**config.mk**
```make
export PLATFORM = sky130hd
export DESIGN_NAME = leading_tag_classifier
export DESIGN_NICKNAME = d
export VERILOG_FILES = /design/src/hdl/ltc_pkg.sv /design/src/hdl/ltc_core.sv /design/src/hdl/ltc_out_reg.sv /design/src/hdl/leading_tag_classifier.sv
export SDC_FILE = /design/constraint.sdc
export NUM_CORES = 1
export LEC_CHECK = 0
export ABC_AREA = 1
export BUFFER_PORTS_ARGS = -buffer_cell sky130_fd_sc_hd__buf_2
export CORE_ASPECT_RATIO = 0.5
export CORE_MARGIN = 1.5
export CORE_UTILIZATION = 40
export CTS_BUF_LIST = sky130_fd_sc_hd__clkbuf_8
export DETAILED_ROUTE_END_ITERATION = 8
export GPL_TIMING_DRIVEN = 0
export PLACE_DENSITY_LB_ADDON = 0.25
export SYNTH_ARGS = -nofsm -noshare
export SYNTH_HDL_FRONTEND = slang
export SYNTH_SLANG_ARGS = --single-unit
```
**constraint.sdc**
```tcl
create_clock -name i_clk -period 7.5 [get_ports i_clk]
set_clock_uncertainty 0.2 [all_clocks]
set_input_delay 0.375 -clock i_clk [delete_from_list [all_inputs] [get_ports i_clk]]
set_output_delay 0.375 -clock i_clk [all_outputs]
set_load 0.005 [all_outputs]
```
**src/hdl/ltc_pkg.sv**
```systemverilog
// Package for the leading tag classifier: transaction types, class codes and the
// fixed glyph and word patterns. No dependencies; used by every module in hdl.
package ltc_pkg;

    typedef struct packed {
        logic [7:0] text_byte;
        logic       end_of_text;
    } t_in_item;

    typedef struct packed {
        logic [2:0] class_code;
        logic       settled;
    } t_out_item;

    typedef struct packed {
        logic      valid;
        t_out_item item;
    } t_result;

    localparam logic [2:0] CLS_IN_PROGRESS = 3'd0;
    localparam logic [2:0] CLS_EXECUTING   = 3'd1;
    localparam logic [2:0] CLS_VERDICT     = 3'd2;
    localparam logic [2:0] CLS_HAZARD      = 3'd3;
    localparam logic [2:0] CLS_BLOCKED     = 3'd4;

    localparam int NUM_GLYPHS = 5;
    localparam int NUM_WORDS  = 7;

    localparam logic [7:0] CH_SPACE   = 8'h20;
    localparam logic [7:0] CH_TAB     = 8'h09;
    localparam logic [7:0] CH_LF      = 8'h0A;
    localparam logic [7:0] CH_CR      = 8'h0D;
    localparam logic [7:0] CH_OPEN    = 8'h5B;
    localparam logic [7:0] CH_CLOSE   = 8'h5D;
    localparam logic [7:0] LEAD_FOUR  = 8'hF0;
    localparam logic [7:0] LEAD_THREE = 8'hE2;

    // Candidate sets loaded by the lead byte of a glyph.
    localparam logic [NUM_GLYPHS-1:0] GLYPHS_FOUR  = 5'b00011;
    localparam logic [NUM_GLYPHS-1:0] GLYPHS_THREE = 5'b11100;

    // Glyph bytes, first byte in the top bits, unused bytes zero.
    localparam logic [31:0] GLYPH_TEXT [NUM_GLYPHS] = '{
        32'hF09F8F81, 32'hF09F948D, 32'hE296B600, 32'hE29AA000, 32'hE29D9300
    };
    localparam logic [3:0] GLYPH_LEN [NUM_GLYPHS] = '{4'd4, 4'd4, 4'd3, 4'd3, 4'd3};
    localparam logic [2:0] GLYPH_CLASS [NUM_GLYPHS] = '{
        CLS_VERDICT, CLS_IN_PROGRESS, CLS_EXECUTING, CLS_HAZARD, CLS_BLOCKED
    };

    // Words padded to nine characters, first character in the top bits.
    localparam logic [71:0] WORD_TEXT [NUM_WORDS] = '{
        "verdict  ", "done     ", "hazard   ", "warning  ",
        "executing", "exec     ", "blocked  "
    };
    localparam logic [3:0] WORD_LEN [NUM_WORDS] = '{
        4'd7, 4'd4, 4'd6, 4'd7, 4'd9, 4'd4, 4'd7
    };
    localparam logic [2:0] WORD_CLASS [NUM_WORDS] = '{
        CLS_VERDICT, CLS_VERDICT, CLS_HAZARD, CLS_HAZARD,
        CLS_EXECUTING, CLS_EXECUTING, CLS_BLOCKED
    };

    function automatic logic [7:0] glyph_char(input logic [31:0] text, input logic [3:0] pos);
        logic [7:0] ch;
        case (pos)
            4'd0:    ch = text[31:24];
            4'd1:    ch = text[23:16];
            4'd2:    ch = text[15:8];
            4'd3:    ch = text[7:0];
            default: ch = 8'h00;
        endcase
        return ch;
    endfunction

    function automatic logic [7:0] word_char(input logic [71:0] text, input logic [3:0] pos);
        logic [7:0] ch;
        case (pos)
            4'd0:    ch = text[71:64];
            4'd1:    ch = text[63:56];
            4'd2:    ch = text[55:48];
            4'd3:    ch = text[47:40];
            4'd4:    ch = text[39:32];
            4'd5:    ch = text[31:24];
            4'd6:    ch = text[23:16];
            4'd7:    ch = text[15:8];
            4'd8:    ch = text[7:0];
            default: ch = 8'h00;
        endcase
        return ch;
    endfunction

    function automatic logic [7:0] to_lower(input logic [7:0] ch);
        return (ch >= 8'h41 && ch <= 8'h5A) ? ch + 8'h20 : ch;
    endfunction

endpackage

```
**src/hdl/ltc_core.sv**
```systemverilog
// Per-byte matcher of the leading tag classifier: holds the message state and
// decides the class of a message. Depends on ltc_pkg.
module ltc_core (
    input  logic              i_clk,
    input  logic              i_rst_n,
    input  logic              i_accept,
    input  ltc_pkg::t_in_item i_item,
    output ltc_pkg::t_result  o_result
);

    typedef enum logic [1:0] {
        PH_SKIP,
        PH_GLYPH,
        PH_WORD,
        PH_DONE
    } t_phase;

    t_phase                          r_phase, n_phase;
    logic [3:0]                      r_pos, n_pos;
    logic [ltc_pkg::NUM_GLYPHS-1:0]  r_glyph_mask, n_glyph_mask;
    logic [ltc_pkg::NUM_WORDS-1:0]   r_word_mask, n_word_mask;

    logic [7:0]                      lower_byte;
    logic [ltc_pkg::NUM_GLYPHS-1:0]  glyph_live, glyph_done;
    logic [ltc_pkg::NUM_WORDS-1:0]   word_live, word_close;
    logic [2:0]                      glyph_class, word_class, cls;
    logic                            found;

    assign lower_byte = ltc_pkg::to_lower(i_item.text_byte);

    always_comb begin
        glyph_class = ltc_pkg::CLS_IN_PROGRESS;
        for (int i = ltc_pkg::NUM_GLYPHS - 1; i >= 0; i--) begin
            glyph_live[i] = r_glyph_mask[i] && (r_pos < ltc_pkg::GLYPH_LEN[i]) &&
                (i_item.text_byte == ltc_pkg::glyph_char(ltc_pkg::GLYPH_TEXT[i], r_pos));
            glyph_done[i] = glyph_live[i] && (r_pos + 4'd1 == ltc_pkg::GLYPH_LEN[i]);
            if (glyph_done[i]) begin
                glyph_class = ltc_pkg::GLYPH_CLASS[i];
            end
        end
    end

    // A word closes when the bracket comes exactly one place after its last letter.
    always_comb begin
        word_class = ltc_pkg::CLS_IN_PROGRESS;
        for (int i = ltc_pkg::NUM_WORDS - 1; i >= 0; i--) begin
            word_live[i] = r_word_mask[i] && (r_pos < ltc_pkg::WORD_LEN[i]) &&
                (lower_byte == ltc_pkg::word_char(ltc_pkg::WORD_TEXT[i], r_pos));
            word_close[i] = r_word_mask[i] && (r_pos == ltc_pkg::WORD_LEN[i]) &&
                (i_item.text_byte == ltc_pkg::CH_CLOSE);
            if (word_close[i]) begin
                word_class = ltc_pkg::WORD_CLASS[i];
            end
        end
    end

    always_comb begin
        n_phase      = r_phase;
        n_pos        = r_pos;
        n_glyph_mask = r_glyph_mask;
        n_word_mask  = r_word_mask;
        found        = 1'b0;
        cls          = ltc_pkg::CLS_IN_PROGRESS;

        unique case (r_phase)
            PH_SKIP: begin
                case (i_item.text_byte) inside
                    ltc_pkg::CH_SPACE, ltc_pkg::CH_TAB, ltc_pkg::CH_LF, ltc_pkg::CH_CR: ;
                    ltc_pkg::LEAD_FOUR: begin
                        n_glyph_mask = ltc_pkg::GLYPHS_FOUR;
                        n_pos        = 4'd1;
                        n_phase      = PH_GLYPH;
                    end
                    ltc_pkg::LEAD_THREE: begin
                        n_glyph_mask = ltc_pkg::GLYPHS_THREE;
                        n_pos        = 4'd1;
                        n_phase      = PH_GLYPH;
                    end
                    ltc_pkg::CH_OPEN: begin
                        n_word_mask = '1;
                        n_pos       = 4'd0;
                        n_phase     = PH_WORD;
                    end
                    default: found = 1'b1;
                endcase
            end
            PH_GLYPH: begin
                n_glyph_mask = glyph_live;
                n_pos        = r_pos + 4'd1;
                if (|glyph_done) begin
                    found = 1'b1;
                    cls   = glyph_class;
                end else if (glyph_live == '0) begin
                    found = 1'b1;
                end
            end
            PH_WORD: begin
                n_word_mask = word_live;
                n_pos       = r_pos + 4'd1;
                if (|word_close) begin
                    found = 1'b1;
                    cls   = word_class;
                end else if (word_live == '0) begin
                    found = 1'b1;
                end
            end
            PH_DONE: ;
        endcase

        // The last byte of a message always yields a class if none was given yet.
        if (!found && i_item.end_of_text && r_phase != PH_DONE) begin
            found = 1'b1;
        end
        if (found) begin
            n_phase = PH_DONE;
        end
        if (i_item.end_of_text) begin
            n_phase      = PH_SKIP;
            n_pos        = 4'd0;
            n_glyph_mask = '1;
            n_word_mask  = '1;
        end
    end

    always_ff @(posedge i_clk) begin
        if (!i_rst_n) begin
            r_phase      <= PH_SKIP;
            r_pos        <= 4'd0;
            r_glyph_mask <= '1;
            r_word_mask  <= '1;
        end else if (i_accept) begin
            r_phase      <= n_phase;
            r_pos        <= n_pos;
            r_glyph_mask <= n_glyph_mask;
            r_word_mask  <= n_word_mask;
        end
    end

    assign o_result.valid            = i_accept && found;
    assign o_result.item.class_code  = cls;
    assign o_result.item.settled     = (cls == ltc_pkg::CLS_VERDICT) ||
                                       (cls == ltc_pkg::CLS_HAZARD);

    a_one_per_message: assert property (@(posedge i_clk) disable iff (!i_rst_n)
        o_result.valid |-> r_phase != PH_DONE)
        else $error("second result within one message");

    a_clear_at_end: assert property (@(posedge i_clk) disable iff (!i_rst_n)
        i_accept && i_item.end_of_text |=> r_phase == PH_SKIP && r_pos == 4'd0)
        else $error("state not cleared after the last byte");

    a_class_needs_match: assert property (@(posedge i_clk) disable iff (!i_rst_n)
        o_result.valid && o_result.item.class_code != ltc_pkg::CLS_IN_PROGRESS |->
            r_phase == PH_GLYPH || r_phase == PH_WORD)
        else $error("class given outside a glyph or word match");

endmodule

```
**src/hdl/ltc_out_reg.sv**
```systemverilog
// Output register of the leading tag classifier: holds one result until the
// receiver takes it. Depends on ltc_pkg.
module ltc_out_reg (
    input  logic               i_clk,
    input  logic               i_rst_n,
    input  ltc_pkg::t_result   i_result,
    output logic               o_can_load,
    output logic               o_valid,
    input  logic               i_ready,
    output ltc_pkg::t_out_item o_item
);

    logic               r_valid;
    ltc_pkg::t_out_item r_item;

    // The register may be refilled in the same cycle that its transaction completes.
    assign o_can_load = !r_valid || i_ready;

    always_ff @(posedge i_clk) begin
        if (!i_rst_n) begin
            r_valid <= 1'b0;
        end else if (i_result.valid) begin
            r_valid <= 1'b1;
        end else if (i_ready) begin
            r_valid <= 1'b0;
        end
    end

    always_ff @(posedge i_clk) begin
        if (i_result.valid) begin
            r_item <= i_result.item;
        end
    end

    assign o_valid = r_valid;
    assign o_item  = r_item;

    a_no_overwrite: assert property (@(posedge i_clk) disable iff (!i_rst_n)
        i_result.valid |-> o_can_load)
        else $error("result loaded over one still waiting");

    a_hold_stalled: assert property (@(posedge i_clk) disable iff (!i_rst_n)
        r_valid && !i_ready |=> r_valid && $stable(r_item))
        else $error("stalled result changed");

endmodule

```
**src/hdl/leading_tag_classifier.sv**
```systemverilog
// Top level of the leading tag classifier: byte input channel, class output
// channel. Depends on ltc_pkg, ltc_core and ltc_out_reg.
//
// Usage: one message is sent as a run of input transactions, one byte each, the
// final byte marked with end_of_text. Leading space, tab, CR and LF are skipped;
// the first other byte and those after it pick the class. Each message gives
// exactly one output transaction (class_code and settled), issued as soon as the
// class is known or at the final byte at the latest; later bytes are taken and
// dropped until end_of_text clears the message state.
// Throughput: one byte per cycle while not stalled. Each byte is matched against
// all glyph and word candidates in parallel by combinational compare logic.
// Output: the result is loaded into the output register at the clock edge that
// accepts the byte that decides it.
// Reset: synchronous, active low; the block starts skipping whitespace with
// every candidate live and the output register empty.
// Stalls: while a result waits and the receiver holds ready low, input ready
// drops; it rises again in the cycle the result is taken.
module leading_tag_classifier (
    input  logic               i_clk,
    input  logic               i_rst_n,
    input  logic               i_valid,
    output logic               o_ready,
    input  ltc_pkg::t_in_item  i_item,
    output logic               o_valid,
    input  logic               i_ready,
    output ltc_pkg::t_out_item o_item
);

    logic             can_load;
    logic             accept;
    ltc_pkg::t_result result;

    assign o_ready = can_load;
    assign accept  = i_valid && can_load;

    ltc_core u_core (
        .i_clk    (i_clk),
        .i_rst_n  (i_rst_n),
        .i_accept (accept),
        .i_item   (i_item),
        .o_result (result)
    );

    ltc_out_reg u_out_reg (
        .i_clk      (i_clk),
        .i_rst_n    (i_rst_n),
        .i_result   (result),
        .o_can_load (can_load),
        .o_valid    (o_valid),
        .i_ready    (i_ready),
        .o_item     (o_item)
    );

endmodule

```
==> impl_metrics.tcl <==
set metrics [dict create \
    core_area_um2 9420 \
    p_per_area_nw_per_um2 190 \
    syn_avg_cell_area_um2 6.52 \
    postCtsSetupBuffers 0 \
    synth.distinct_cells 43 \
    critPathLaunch "i_item[2]" \
    switchingPower_uw 315 \
    final_net_count 646 \
    syn_nets 623 \
    io_buffers 16 \
    syn-cell-area_um2 3860 \
    ant_nets 0 \
    wl_um 10200 \
    leakage_nw 2.04 \
    r2r-start "u_core.r_pos[0]$_SDFFE_PN0P_" \
    cts_buffers 5 \
    ctsRootBufferMaster "clkbuf_8" \
    grt_pass1_wl_um 16300 \
    setup_viol 0 \
    max_freq_ghz 0.325 \
    slew_violations 0 \
    fin_crit_ps 3080 \
    chipHeight_um 72.4 \
    initial_core_util 0.410 \
    vdd_drop_max_mv 0.0756 \
    ys_ff_latch 52 \
    cts_buffer_depth 2 \
    switching_share 0.394 \
    overflow 0 \
    num_rows 25 \
    netlist_instances 591 \
    grt_util_all_layers 0.205 \
    criticalPathCategory "input pin to flop" \
    cp_max_fo 7 \
    worst_pin_slew_ps 729 \
    pwr-share-comb 0.352 \
    ys.flop_type "dfxtp_1" \
    worstPathArrival_ps 3090 \
    cts_resized 0 \
    num_io_pins 19 \
    rsz0062_at_grt "false" \
    viasPerCell 4.93 \
    clock_latency_ps 320 \
    cts_sinks 52 \
    cts_tree "yes" \
    ys.warnings.count 0 \
    r2r_end "u_out_reg.o_item[3]$_DFFE_PP_" \
    internal_power_uw 484 \
    fin_crit_sh 0.411 \
    via_count 3698 \
    drive_gt1_frac 0.135 \
    reg2reg_slack_ps 4470 \
    antenna_found_initial 0 \
    max_cap_violations 0 \
    ys_seq_area_frac 0.280 \
    grt_pass1_vias 3304 \
    dp_hpwl_um 8240 \
    clk_pin_slew_ps 100 \
    hold_path_class "input pin to flop" \
    grt_max_degree 18 \
    crit_path_end_kind "flop" \
    drc 0 \
    startpoint_type "input pin" \
    setup-tns-final_ps 0 \
    h-tree-depth 2 \
    synth_top_area_share 0.249 \
    die-area_um2 10300 \
    async_flop_share 0 \
    worstRegToRegCells 13 \
    fill_cells 1010 \
    total_power_uw 799 \
    drt_iter0_markers 253 \
    n_antenna_cell 0 \
    status "complete, no violations" \
    relSlewSlack 0.510 \
    worst-endpoint-required_ps 7510 \
    ys_top_cells_by_area "dfxtp_1 25%, nand2_1 15%, nor2_1 7.8%" \
    clkPwrFrac 0.212 \
    synth_largest_area_cell "dfxtp_1" \
    pwr-share-seq 0.436 \
    area_delta_synth_final_pct 8.83 \
    drt_first_pass_iters 5 \
    finalWeightedCongestion 0.882 \
    wire_per_inst_um 13.6 \
    synth_edf_count 4 \
    hold_buffers 0 \
    hold_viol 0 \
    die_w_um 142 \
]
## Yosys cell counts (2+ instances only)
| library cell | instances |
|---|---|
| buf_4 | 3 |
| nand3b_1 | 5 |
| nor2_4 | 3 |
| nand2_4 | 4 |
| o22ai_1 | 3 |
| o211ai_1 | 6 |
| o21ai_2 | 4 |
| nand2_2 | 6 |
| xor2_1 | 12 |
| xnor2_1 | 7 |
| dfxtp_1 | 48 |
| ha_1 | 19 |
| nor2_1 | 80 |
| nor3_1 | 7 |
| buf_2 | 6 |
| o21ai_1 | 7 |
| inv_1 | 70 |
| nand3_2 | 6 |
| nand2_1 | 149 |
| inv_2 | 11 |
| nor2_2 | 5 |
| a31oi_1 | 2 |
| edfxtp_1 | 4 |
| nand4_1 | 11 |
| a21oi_1 | 27 |
| o21ai_0 | 31 |
| nand3_1 | 39 |
## cells by family after synthesis
kind of cell    Yosys count  synth area share
simple gates            324             0.392
buf+inv                  93            0.0980
compound gates           84             0.125
flops                    52             0.280
xor+xnor                 19            0.0432
fa+ha+maj                19            0.0616
## power groups by stage
| stage | Clock [mW] | Sequential (mW) | Combinational, mW |
|---|---|---|---|
| 5_1_grt | 0.181 | 0.353 | 0.317 |
| 2_1_floorplan | 0 | 0.345 | 0.215 |
| 3_5_place_dp | 0 | 0.355 | 0.278 |
| 6_report | 0.170 | 0.348 | 0.281 |
| 4_1_cts | 0.173 | 0.348 | 0.280 |
| 3_3_place_gp | 0 | 0.354 | 0.276 |
## final cells by class
cell class	count	area (um2)	area share
Multi-Input combinational cell	446	2400	0.571
Sequential cell	52	1080	0.258
Inverter	82	310	0.0739
Tap cell	135	169	0.0403
Timing Repair Buffer	16	80.1	0.0191
Clock buffer	5	68.8	0.0164
Buffer	11	67.6	0.0161
Clock inverter	3	22.5	0.00537
## placed cells by master, fill, tap and decap left out, types with 11 or more instances in the layout
| master | n |
|---|---|
| nand2_1 | 149 |
| nor2_1 | 80 |
| inv_1 | 70 |
| dfxtp_1 | 48 |
| nand3_1 | 39 |
| o21ai_0 | 31 |
| a21oi_1 | 27 |
| buf_2 | 22 |
| ha_1 | 19 |
| xor2_1 | 12 |
| inv_2 | 11 |
| nand4_1 | 11 |
## per-layer routing
| layer | GRT usage | part of all wire | vias to the layer above |
|---|---|---|---|
| li1 | - | - | 1937 |
| met1 | 0.274 | 0.50 | 1677 |
| met2 | 0.340 | 0.45 | 70 |
| met3 | 0.0475 | 0.047 | 14 |
| met4 | 0.0435 | 0.011 | 0 |
| met5 | 0 | 0 | - |
## worst max-delay path: stages
cell     delay [ps]
buf_2           120
nor2_1          260
a21oi_1         110
nor4_1          220
nand2_1         170
o21ai_1         210
inv_1           100
nand2_4          90
inv_2            60
nand2_1          70
o21ai_2         120
nor2_1          430
inv_1           200
ha_1            360
inv_1           110
o22ai_1          80
## metrics by stage
step                hold WS, ps  cell area [um2]  utilization  worst slack [ps]  std cells
global route                137             4200        0.446              4110        750
floorplan                   228             3860            -              4800        591
global placement            263             4110        0.436              4170        742
detailed placement          263             4110        0.436              4160        742
finish                      137             4200        0.446              4420        750
CTS                         133             4200        0.446              4480        750
## worst min-delay path by stage
stage	from	to	slack (ps)	cells after the start
2_1_floorplan	u_core.r_glyph_mask[4]$_SDFFE_PN1P_	u_core.r_glyph_mask[4]$_SDFFE_PN1P_	230	2
3_3_place_gp	u_core.r_glyph_mask[4]$_SDFFE_PN1P_	u_core.r_glyph_mask[4]$_SDFFE_PN1P_	260	2
3_5_place_dp	u_core.r_glyph_mask[4]$_SDFFE_PN1P_	u_core.r_glyph_mask[4]$_SDFFE_PN1P_	260	2
4_1_cts	i_ready	u_out_reg.o_valid$_SDFFE_PN0P_	130	4
5_1_grt	i_rst_n	u_core.r_phase[1]$_SDFFE_PN0P_	140	3
6_report	i_ready	u_out_reg.o_valid$_SDFFE_PN0P_	140	4
Power figures use the tool's default switching activity.
